--- config.mk ---
export PLATFORM = sky130hd
export DESIGN_NAME = min_tracking_stack_flat
export DESIGN_NICKNAME = d
export VERILOG_FILES = /design/src/rtl/mts_pkg.sv /design/src/rtl/mts_in_if.sv /design/src/rtl/mts_out_if.sv /design/src/rtl/mts_ctrl.sv /design/src/rtl/mts_datapath.sv /design/src/rtl/min_tracking_stack.sv /design/src/flat_wrapper.sv
export SDC_FILE = /design/constraint.sdc
export NUM_CORES = 2
export LEC_CHECK = 0
export BUFFER_PORTS_ARGS = -buffer_cell sky130_fd_sc_hd__buf_2
export CAP_MARGIN = 10
export CORE_MARGIN = 4
export CORE_UTILIZATION = 50
export CTS_CLUSTER_DIAMETER = 120
export DETAILED_ROUTE_END_ITERATION = 6
export GPL_TIMING_DRIVEN = 0
export PLACE_DENSITY = 0.72
export SETUP_SLACK_MARGIN = 0.05
export SYNTH_ARGS = -nofsm -noshare
export SYNTH_HDL_FRONTEND = slang
export SYNTH_SLANG_ARGS = --single-unit
--- constraint.sdc ---
create_clock -name clk -period 6.4 [get_ports clk]
set_input_delay 1.28 -clock clk [delete_from_list [all_inputs] [get_ports clk]]
set_output_delay 1.28 -clock clk [all_outputs]
set_load 0.01 [all_outputs]
--- src/rtl/mts_pkg.sv ---
// package: shared constants, codes and controller command types for the min tracking stack
package mts_pkg;

  localparam int DATA_W  = 32;
  localparam int COUNT_W = 7;
  localparam int STAT_W  = 2;

  localparam logic signed [DATA_W-1:0] INT_MAX = 32'sh7FFF_FFFF;

  localparam logic MODE_PUSH = 1'b0;
  localparam logic MODE_POP  = 1'b1;

  typedef enum logic [STAT_W-1:0] {
    ST_OK        = 2'd0,
    ST_UNDERFLOW = 2'd1,
    ST_OVERFLOW  = 2'd2
  } status_t;

  typedef enum logic [2:0] {
    S_IDLE = 3'b001,
    S_LOAD = 3'b010,
    S_DONE = 3'b100
  } state_t;

  typedef struct packed {
    logic accept;
    logic load;
  } cmd_t;

endpackage

--- src/rtl/mts_in_if.sv ---
// interface: request channel carrying push or pop beats
interface mts_in_if;
  logic                                valid;
  logic                                ready;
  logic                                mode;
  logic signed [mts_pkg::DATA_W-1:0]   value;

  modport source (output valid, output mode, output value, input ready);
  modport sink   (input valid, input mode, input value, output ready);
endinterface

--- src/rtl/mts_out_if.sv ---
// interface: response channel carrying top, minimum, count and status
interface mts_out_if;
  logic                                valid;
  logic                                ready;
  logic signed [mts_pkg::DATA_W-1:0]   top_value;
  logic signed [mts_pkg::DATA_W-1:0]   min_value;
  logic        [mts_pkg::COUNT_W-1:0]  entry_count;
  logic        [mts_pkg::STAT_W-1:0]   status;

  modport source (output valid, output top_value, output min_value, output entry_count,
                  output status, input ready);
  modport sink   (input valid, input top_value, input min_value, input entry_count,
                  input status, output ready);
endinterface

--- src/rtl/mts_ctrl.sv ---
// controller: sequences accept, store read-back and response presentation
module mts_ctrl (
  input  logic          clk,
  input  logic          rst,
  input  logic          req_valid,
  input  logic          req_mode,
  input  logic          rsp_ready,
  output logic          req_ready,
  output logic          rsp_valid,
  output mts_pkg::cmd_t cmd
);

  mts_pkg::state_t state, state_next;

  always_ff @(posedge clk) begin
    if (rst) begin
      state <= mts_pkg::S_IDLE;
    end else begin
      state <= state_next;
    end
  end

  always_comb begin
    state_next = state;
    case (state)
      mts_pkg::S_IDLE: begin
        // a pop goes through S_LOAD for the registered store read
        if (req_valid) begin
          state_next = (req_mode == mts_pkg::MODE_POP) ? mts_pkg::S_LOAD : mts_pkg::S_DONE;
        end
      end
      mts_pkg::S_LOAD: begin
        state_next = mts_pkg::S_DONE;
      end
      mts_pkg::S_DONE: begin
        if (rsp_ready) begin
          state_next = mts_pkg::S_IDLE;
        end
      end
      default: begin
        state_next = mts_pkg::S_IDLE;
      end
    endcase
  end

  assign req_ready  = (state == mts_pkg::S_IDLE);
  assign rsp_valid  = (state == mts_pkg::S_DONE);
  assign cmd.accept = req_ready && req_valid;
  assign cmd.load   = (state == mts_pkg::S_LOAD);

endmodule

--- src/rtl/mts_datapath.sv ---
// datapath: value and minimum stores, depth counters and cached top and minimum
module mts_datapath #(
  parameter int DEPTH = 64
) (
  input  logic                                clk,
  input  logic                                rst,
  input  mts_pkg::cmd_t                       cmd,
  input  logic                                mode,
  input  logic signed [mts_pkg::DATA_W-1:0]   value,
  output logic signed [mts_pkg::DATA_W-1:0]   top_value,
  output logic signed [mts_pkg::DATA_W-1:0]   min_value,
  output logic        [mts_pkg::COUNT_W-1:0]  entry_count,
  output logic        [mts_pkg::STAT_W-1:0]   status
);

  localparam int AW = (DEPTH > 1) ? $clog2(DEPTH) : 1;
  localparam int CW = $clog2(DEPTH + 1);

  logic signed [mts_pkg::DATA_W-1:0] value_mem [DEPTH];
  logic signed [mts_pkg::DATA_W-1:0] min_mem   [DEPTH];

  logic [CW-1:0]                     vdepth;
  logic [CW-1:0]                     mdepth;
  logic signed [mts_pkg::DATA_W-1:0] top_reg;
  logic signed [mts_pkg::DATA_W-1:0] min_reg;
  mts_pkg::status_t                  stat;
  logic                              pop_ok;
  logic                              min_popped;
  logic signed [mts_pkg::DATA_W-1:0] rd_val;
  logic signed [mts_pkg::DATA_W-1:0] rd_min;

  logic          is_push;
  logic          is_pop;
  logic          full;
  logic          empty;
  logic          new_min;
  logic          push_ok;
  logic          pop_go;
  logic          drop_min;
  logic [AW-1:0] rd_vaddr;
  logic [AW-1:0] rd_maddr;

  assign is_push  = cmd.accept && (mode == mts_pkg::MODE_PUSH);
  assign is_pop   = cmd.accept && (mode == mts_pkg::MODE_POP);
  assign full     = (vdepth == CW'(DEPTH));
  assign empty    = (vdepth == '0);
  assign new_min  = (value <= min_reg);
  assign push_ok  = is_push && !full;
  assign pop_go   = is_pop && !empty;
  assign drop_min = (min_reg == top_reg) && (mdepth != '0);
  // entry just below the current top, read for the next cycle
  assign rd_vaddr = AW'(vdepth - CW'(2));
  assign rd_maddr = AW'(mdepth - CW'(2));

  always_ff @(posedge clk) begin
    if (push_ok) begin
      value_mem[vdepth[AW-1:0]] <= value;
      if (new_min) begin
        min_mem[mdepth[AW-1:0]] <= value;
      end
    end
    rd_val <= value_mem[rd_vaddr];
    rd_min <= min_mem[rd_maddr];
  end

  always_ff @(posedge clk) begin
    if (rst) begin
      vdepth     <= '0;
      mdepth     <= '0;
      top_reg    <= '0;
      min_reg    <= mts_pkg::INT_MAX;
      pop_ok     <= 1'b0;
      min_popped <= 1'b0;
    end else if (cmd.accept) begin
      pop_ok     <= pop_go;
      min_popped <= pop_go && drop_min;
      if (push_ok) begin
        vdepth  <= vdepth + CW'(1);
        top_reg <= value;
        if (new_min) begin
          mdepth  <= mdepth + CW'(1);
          min_reg <= value;
        end
      end else if (pop_go) begin
        vdepth <= vdepth - CW'(1);
        if (drop_min) begin
          mdepth <= mdepth - CW'(1);
        end
      end
    end else if (cmd.load && pop_ok) begin
      top_reg <= (vdepth == '0) ? '0 : rd_val;
      if (min_popped) begin
        min_reg <= (mdepth == '0) ? mts_pkg::INT_MAX : rd_min;
      end
    end
  end

  always_ff @(posedge clk) begin
    if (cmd.accept) begin
      if (is_push && full) begin
        stat <= mts_pkg::ST_OVERFLOW;
      end else if (is_pop && empty) begin
        stat <= mts_pkg::ST_UNDERFLOW;
      end else begin
        stat <= mts_pkg::ST_OK;
      end
    end
  end

  assign top_value   = top_reg;
  assign min_value   = min_reg;
  assign entry_count = mts_pkg::COUNT_W'(vdepth);
  assign status      = stat;

endmodule

--- src/rtl/min_tracking_stack.sv ---
// top level: min tracking stack with request and response channels
// LIFO stack of signed 32-bit values that also reports the current minimum. Each request beat
// is a push or a pop and yields exactly one response beat with the top entry, the minimum, the
// entry count and a status (ok, underflow on pop of an empty stack, overflow on push when
// full). The block takes one request at a time: a push shows its response in the cycle after
// acceptance; a pop first passes through a load state because the new top and minimum come
// back through a registered read of the value and minimum stores. Once the response is taken
// the block is ready again in the next cycle. The stores need no clearing after reset: only
// entries below the current depth are ever used.
module min_tracking_stack #(
  parameter int DEPTH = 64
) (
  input logic     clk,
  input logic     rst,
  mts_in_if.sink  req,
  mts_out_if.source rsp
);

  mts_pkg::cmd_t cmd;

  mts_ctrl u_ctrl (
    .clk       (clk),
    .rst       (rst),
    .req_valid (req.valid),
    .req_mode  (req.mode),
    .rsp_ready (rsp.ready),
    .req_ready (req.ready),
    .rsp_valid (rsp.valid),
    .cmd       (cmd)
  );

  mts_datapath #(
    .DEPTH (DEPTH)
  ) u_datapath (
    .clk         (clk),
    .rst         (rst),
    .cmd         (cmd),
    .mode        (req.mode),
    .value       (req.value),
    .top_value   (rsp.top_value),
    .min_value   (rsp.min_value),
    .entry_count (rsp.entry_count),
    .status      (rsp.status)
  );

  // one item in flight: never ready for a request while a response is on offer
  assert property (@(posedge clk) disable iff (rst) !(req.ready && rsp.valid))
    else $error("request ready while response pending");

  // underflow leaves an empty stack
  assert property (@(posedge clk) disable iff (rst)
      rsp.valid && (rsp.status == mts_pkg::ST_UNDERFLOW) |->
      (rsp.entry_count == '0) && (rsp.top_value == '0) && (rsp.min_value == mts_pkg::INT_MAX))
    else $error("underflow response does not show an empty stack");

  // overflow only when the stack holds DEPTH entries
  assert property (@(posedge clk) disable iff (rst)
      rsp.valid && (rsp.status == mts_pkg::ST_OVERFLOW) |->
      (rsp.entry_count == mts_pkg::COUNT_W'(DEPTH)))
    else $error("overflow reported on a stack that is not full");

  // a push beat is answered in the very next cycle
  assert property (@(posedge clk) disable iff (rst)
      req.valid && req.ready && (req.mode == mts_pkg::MODE_PUSH) |=> rsp.valid)
    else $error("push response late");

  // the minimum never exceeds the top entry
  assert property (@(posedge clk) disable iff (rst)
      rsp.valid && (rsp.entry_count != '0) |-> (rsp.min_value <= rsp.top_value))
    else $error("minimum above top entry");

endmodule
--- src/flat_wrapper.sv ---
// flat-port wrapper written by rule: the top's interface ports become plain ports
module min_tracking_stack_flat 
#(
  parameter int DEPTH = 64
)
  (clk, rst, req_valid, req_mode, req_value, req_ready, rsp_valid, rsp_top_value, rsp_min_value, rsp_entry_count, rsp_status, rsp_ready);
  mts_in_if req_i ();
  mts_out_if rsp_i ();
  input logic clk;
  input logic rst;
  input wire logic [$bits(req_i.valid)-1:0] req_valid;
  input wire logic [$bits(req_i.mode)-1:0] req_mode;
  input wire logic [$bits(req_i.value)-1:0] req_value;
  output wire logic [$bits(req_i.ready)-1:0] req_ready;
  output wire logic [$bits(rsp_i.valid)-1:0] rsp_valid;
  output wire logic [$bits(rsp_i.top_value)-1:0] rsp_top_value;
  output wire logic [$bits(rsp_i.min_value)-1:0] rsp_min_value;
  output wire logic [$bits(rsp_i.entry_count)-1:0] rsp_entry_count;
  output wire logic [$bits(rsp_i.status)-1:0] rsp_status;
  input wire logic [$bits(rsp_i.ready)-1:0] rsp_ready;
  assign req_i.valid = req_valid;
  assign req_i.mode = req_mode;
  assign req_i.value = req_value;
  assign req_ready = req_i.ready;
  assign rsp_valid = rsp_i.valid;
  assign rsp_top_value = rsp_i.top_value;
  assign rsp_min_value = rsp_i.min_value;
  assign rsp_entry_count = rsp_i.entry_count;
  assign rsp_status = rsp_i.status;
  assign rsp_i.ready = rsp_ready;
  min_tracking_stack #(.DEPTH(DEPTH)) u_core (.clk(clk), .rst(rst), .req(req_i), .rsp(rsp_i));
endmodule
# After elaboration in Yosys (flattened, before gate mapping)
# Memories as Yosys holds them, arrays and structs flattened. A register that Yosys moved wholly into a read port is not among the register bits.
# Index checks and enable logic that the tools add are counted.
# classes
add_sub_neg	6
magnitude_cmp	1
n_eq_ne	10
muxes	26
bitwise_logic	1
reduce_logical	24
# ops
cell	n
32-bit 2-to-1 mux	10
7-bit 2-to-1 mux	6
32-bit equality test	1
32-bit <= comparator	1
7-bit by 1-bit adder with 7-bit output (second input constant)	2
7-bit zero test	2
7-bit by 1-bit subtractor with 7-bit output (second input constant)	2
6-bit by 2-bit subtractor with 6-bit output (second input constant)	2
1-bit logical AND	10
3-bit 2-to-1 mux	3
3-bit one-hot mux with 3 select lines	1
4-bit AND reduction	2
2-bit nonzero test	4
7-bit equality test (second input constant)	1
7-bit nonzero test	1
1-bit 2-to-1 mux	6
2-bit by 1-bit != test with 1-bit output (second input constant)	3
2-bit AND reduction	3
2-bit != test (second input constant)	2
3-bit by 1-bit equality test with 1-bit output (second input constant)	1
3-bit by 2-bit equality test with 1-bit output (second input constant)	1
3-bit equality test (second input constant)	1
1-bit zero test	2
1-bit NOT	1
# word_totals
register_bits	85
mem_bits_rw	4096
inputBits	37
out_inout_bits	75
elab_cells	78
mem_count	2
# mem_list
name	depth	word_bits	read_ports	rd_clocked_by_memory_dff	wr	line	rtl
u_core.u_datapath.min_mem	64	32	1	1	1	mts_datapath.sv:20	logic signed [mts_pkg::DATA_W-1:0] min_mem [DEPTH];
u_core.u_datapath.value_mem	64	32	1	1	1	mts_datapath.sv:19	logic signed [mts_pkg::DATA_W-1:0] value_mem [DEPTH];

# Longest topological paths before layout
# logic_depth
depth_word	6
ltp_mapped	14

# By module
# Synthesis repeated with hierarchy kept, for this count alone.
# unflattened
cells_unflattened	6783
hier_area_um2	162663.5
# modules_own_cells
module	n_inst	cells_per_inst	area_per_inst_um2
mts_datapath	1	6769	162522.1
mts_ctrl	1	14	141.4

# Worst setup path after synthesis
# No wires, ideal clock.
# synth_path
path_type	input -> register
from	input port req_value[19]
to	memory u_core.u_datapath.min_mem[0][0] in the netlist's numbering (enable)
setup_ps	421
t_arrival_ps	4603
path_slack_ps	1376
cell_stages	9
n_path_buf	1
path_cell_list	ha_1 and3_1 a221o_1 a2bb2oi_1 nand3_1 o21ai_2 buf_2 o2111ai_2 nor2_1
# synth_via
elab_chain_len	4
# synth_lines
element	line	rtl
start: declaration	flat_wrapper.sv:13	input wire logic [$bits(req_i.value)-1:0] req_value;
32-bit <= comparator	mts_datapath.sv:47	assign new_min = (value <= min_reg);
1-bit 2-to-1 mux	mts_datapath.sv:58	if (new_min) begin
1-bit 2-to-1 mux	mts_datapath.sv:56	if (push_ok) begin
1-bit 2-to-1 mux (implied by the code)	mts_datapath.sv:59	min_mem[mdepth[AW-1:0]] <= value;
end: declaration	mts_datapath.sv:20	
# No other way between the ends.

# Final worst setup path
# layout_path
from	register u_core.u_datapath.vdepth[1], in the netlist u_core.u_datapath.entry_count[1]
to	register u_core.u_datapath.rd_val[5] in the netlist's numbering (read register of u_core.u_datapath.value_mem)
# layout_via
elab_chain_len	1
# layout_lines
element	line	rtl
start: declaration	mts_datapath.sv:22	logic [CW-1:0] vdepth;
start signal: assignment	mts_datapath.sv:78	vdepth <= vdepth + CW'(1);
start signal: assignment	mts_datapath.sv:85	vdepth <= vdepth - CW'(1);
6-bit by 2-bit subtractor with 6-bit output	mts_datapath.sv:52	assign rd_vaddr = AW'(vdepth - CW'(2));
end: declaration	mts_datapath.sv:29	logic signed [mts_pkg::DATA_W-1:0] rd_val;
# No other way between the ends.
# A chain may end at the register's enable or synchronous reset.

==> summary.md <==
| Metric | Value |
|---|---|
| Yosys top cell by area | edfxtp_1 |
| Final hold violations | 0 |
| Fill cells | 22070 |
| CTS Buffer Depth | 4 |
| FF/Latch Area | 126000 µm² |
| Fmax | 159.2 MHz |
| Library cells used by synthesis | 58 |
| Area of the mapped netlist | 162600 µm² |
| Crit path cell chain | buf_2 > buf_2 > inv_1 > ha_1 > buf_2 > buf_2 > clkbuf_2 > clkbuf_2 > mux4_2 > mux2i_1 > a21oi_1 |
| FF-to-FF setup slack | 0.12 ns |
| ANT nets after route | 0 |
| Place WS | -1.046 ns |
| Htree depth | 5 |
| Mapped Nets | slightly below 7000 |
| GRT Residual Overflow | 0 |
| Final Util | 57.61% |
| Multi-input logic area | 35800 µm² |
| Cells after synthesis | a little under 7000 |
| Overall die area | 334300 µm² |
| Critical Path RT | 7.17 ns |
| # DRC | 0 |
| Critical path class | register to register |
| Die X | 578.2 µm |
| Most common flop cell mapped by yosys | edfxtp_1 |
| Clock Tree Root | clkbuf_16 |
| R2R Path End | u_core.u_datapath.rd_val[5] |
| Clk_skew | 0.06354 ns |
| Placed Instances | 11360 |
| Outcome | finished, final reports clean |
| Top-count cell post-synth | edfxtp_1 |
| Wire per inst | between 30 and 40 µm |
| Dominant cell type by count on the critical path | buf_2 |
| Initial Util | 50.17% |
| Worst Path Max Fanout | 19 |
| Crit end category | register |
| Detailed Route WL | 472000 µm |
| Worst hold endpoint | u_core.u_datapath.pop_ok |
| Post-synth EDFFs | just over 4000 |
| Final HPWL DP | ~310000 µm |
| First-pass GRT wire length | 650400 µm |
| Worst r2r src | u_core.u_datapath.entry_count[1] |
| R2R depth | 11 |
| Seq cells post-synth | between 4000 and 5000 |
| Total CTS buffers | 396 |
| Slowest CP cell | buf_2 |
| P&R area growth vs syn | 14.81% |
| CTS clk-pin slew, worst paths | 0.07 ns |
| Max stage delay on crit path | a little over 0.8 ns |
| Period minus WS final | 6.282 ns |
| Area after DPL | 173300 µm² |
| GPL Wtd Cong | 0.9756 |
| RSZ-0062 raised after global routing | no |
| Final Total Pwr | roughly 70 mW |
| Pleak | 57.18 nW |
| Worst Max-Slew Pin Slew | 1.378 ns |
| Max-slew violation count | 0 |
| WP data arrival | about 7.1 ns |
| Synth warn | 0 |
| Initial antenna violation count | 61 |
| Tot GR Track Use | 28.21% |
| Vias after detailed routing | 81490 |
| Sequential element share of the synthesized area | 77.51% |
| CTS tree | built |
| Max-cap violations | 0 |
| Vias in the first global route | 79800 |
| Port-buffer cells | 110 |
| Vias/cell | 6.729 |
| Drt initial violations | 14770 |
| Crit path launch type | register |
| Fin crit share | 98.16% |
| Nets | approximately 7500 |
| Most instantiated cells after synthesis | edfxtp_1, mux4_2, nor2_1, clkbuf_1, dfxtp_1 |
| Slew Limit Headroom | approximately 8.2% |
| Io pins | 112 |
| Synth top area cells | edfxtp_1, mux4_2, dfxtp_1 |
| Ratio of cells with drive above 1 in the final layout | 32.03% |
| Final Setup Violations | 0 |
| DR pass1 iterations | 6 |
| Core Rows | 209 |
| Placeable Area | 324000 µm² |
| Hold Startpoint | u_core.u_datapath.pop_ok |
| Hold Crit Depth | 2 |
| CTS Sinks | between 4000 and 5000 |
| Layout Cells excl Fill | 12110 |
| Clock Latency Late Sink | 0.94 ns |
| Hold_buf cts | 0 |
| PD cells | 381.8 nW/µm² |
| Worst min path class | register to register |
| Die Height | 578.2 µm |
| Final instance area | about 190000 µm² |
| FFs w/ async S/R, synth | 0% |
| Synth top area share | 75.70% |
| Largest net degree at the start of global routing | 98 |
| Synthesized area per cell | 24.06 µm² |
| Max VDD drop | 0.2488 mV |
| Worst Setup Slack, final | 0.1178 ns |
## cell families (layout without fill, tap and decap cells)
family,after synthesis,in the layout,share of synthesized area (%)
flip-flops,4245,4245,77.51
other,0,20,0
adder cells (fa/ha/maj),54,54,0.4249
AND/OR/NAND/NOR,437,437,1.227
multiplexers,1388,1388,18.72
XOR/XNOR,49,49,0.2640
AO/OA/AOI/OAI,178,178,0.7697
buffers and inverters,406,1414,1.084
## sequential cells by signal, summed over array words and instances, names as in the netlist, 7 cells and up
| register | count |
|---|---|
| u_core.u_datapath.min_mem | 2048 |
| u_core.u_datapath.value_mem | 2048 |
| u_core.u_datapath.min_value | 32 |
| u_core.u_datapath.rd_min | 32 |
| u_core.u_datapath.rd_val | 32 |
| u_core.u_datapath.top_value | 32 |
| u_core.u_datapath.entry_count | 7 |
| u_core.u_datapath.mdepth | 7 |
## timing repair
action,4_1_cts,5_1_grt
setup buffers,0,0
gates resized for setup,7,8
setup endpoints to repair,39,17
## how the worst max path moves through the flow
stage,start,end,slack [ns],depth (start not counted)
after floorplan,req_value[19],u_core.u_datapath.min_mem[0][0],1.38,9
after global placement,req_value[18],u_core.u_datapath.min_mem[13][5],-3.06,10
after detailed placement,u_core.u_datapath.entry_count[1],u_core.u_datapath.rd_val[9],-1.05,13
after CTS,u_core.u_datapath.mdepth[1],u_core.u_datapath.rd_min[20],0.04,12
after global routing,u_core.u_datapath.entry_count[1],u_core.u_datapath.rd_val[24],0.18,9
final,u_core.u_datapath.entry_count[1],u_core.u_datapath.rd_val[5],0.12,11
## critical path: cells and delay by family, from the launching register on
family	cells	cell delay, ns
buffers and inverters	7	3.77
multiplexers	2	1.12
flip-flops	1	0.60
adder cells (fa/ha/maj)	1	0.40
AO/OA/AOI/OAI	1	0.16
## layer usage
metal | track usage [%] | wire [µm] | part of all wire [%] | vias to the layer above
li1 | - | - | - | 30460
met1 | 38.66 | 166000 | 35 | 43340
met2 | 41.31 | 213300 | 45 | 6546
met3 | 8.945 | 63540 | 13 | 1106
met4 | 14.08 | 28890 | 6.1 | 32
met5 | 0.05672 | 237 | 0.050 | -
## cell type report
| cell class | count | area share (%) |
|---|---|---|
| Antenna cell | 20 | 0.02682 |
| Buffer | 356 | 0.8494 |
| Clock buffer | 483 | 5.602 |
| Clock inverter | 238 | 1.395 |
| Inverter | 47 | 0.09452 |
| Multi-Input combinational cell | 2106 | 19.18 |
| Sequential cell | 4245 | 67.51 |
| Tap cell | 4325 | 2.899 |
| Timing Repair Buffer | 290 | 2.439 |
## power by group
group / leakage (nW) / switching (mW) / internal [mW]
combinational: 12.8 / 9.99 / 5.99
sequential: 38.0 / 0.370 / 30.9
clock: 6.34 / 10.2 / 13.8
total: 57.2 / 20.6 / 50.7
## cells in the final DEF, fill, tap and decap left out, drive strengths merged, types with 16 or more instances in the layout
| cell | instances |
|---|---|
| clkinvlp | 18 |
| edfxtp | 4098 |
| bufinv | 53 |
| and3 | 35 |
| diode | 20 |
| clkinv | 157 |
| a311oi | 31 |
| nand3 | 35 |
| a21oi | 41 |
| inv | 57 |
| mux4 | 1321 |
| nor2b | 16 |
| mux2i | 57 |
| buf | 484 |
| o21ai | 48 |
| nor2 | 215 |
| dfxtp | 147 |
| xnor2 | 39 |
| ha | 52 |
| a211oi | 22 |
| clkbuf | 645 |
| nand2 | 80 |
## metrics by stage
step,TNS (ns),hold WS [ns]
global route,0,0.4778
detailed placement,-9.655,0.4516
CTS,0,0.4625
finish,0,0.4654
global placement,-6770.81,0.4506
floorplan,0,0.4364
Note: power is estimated with default switching activity, not from simulation.
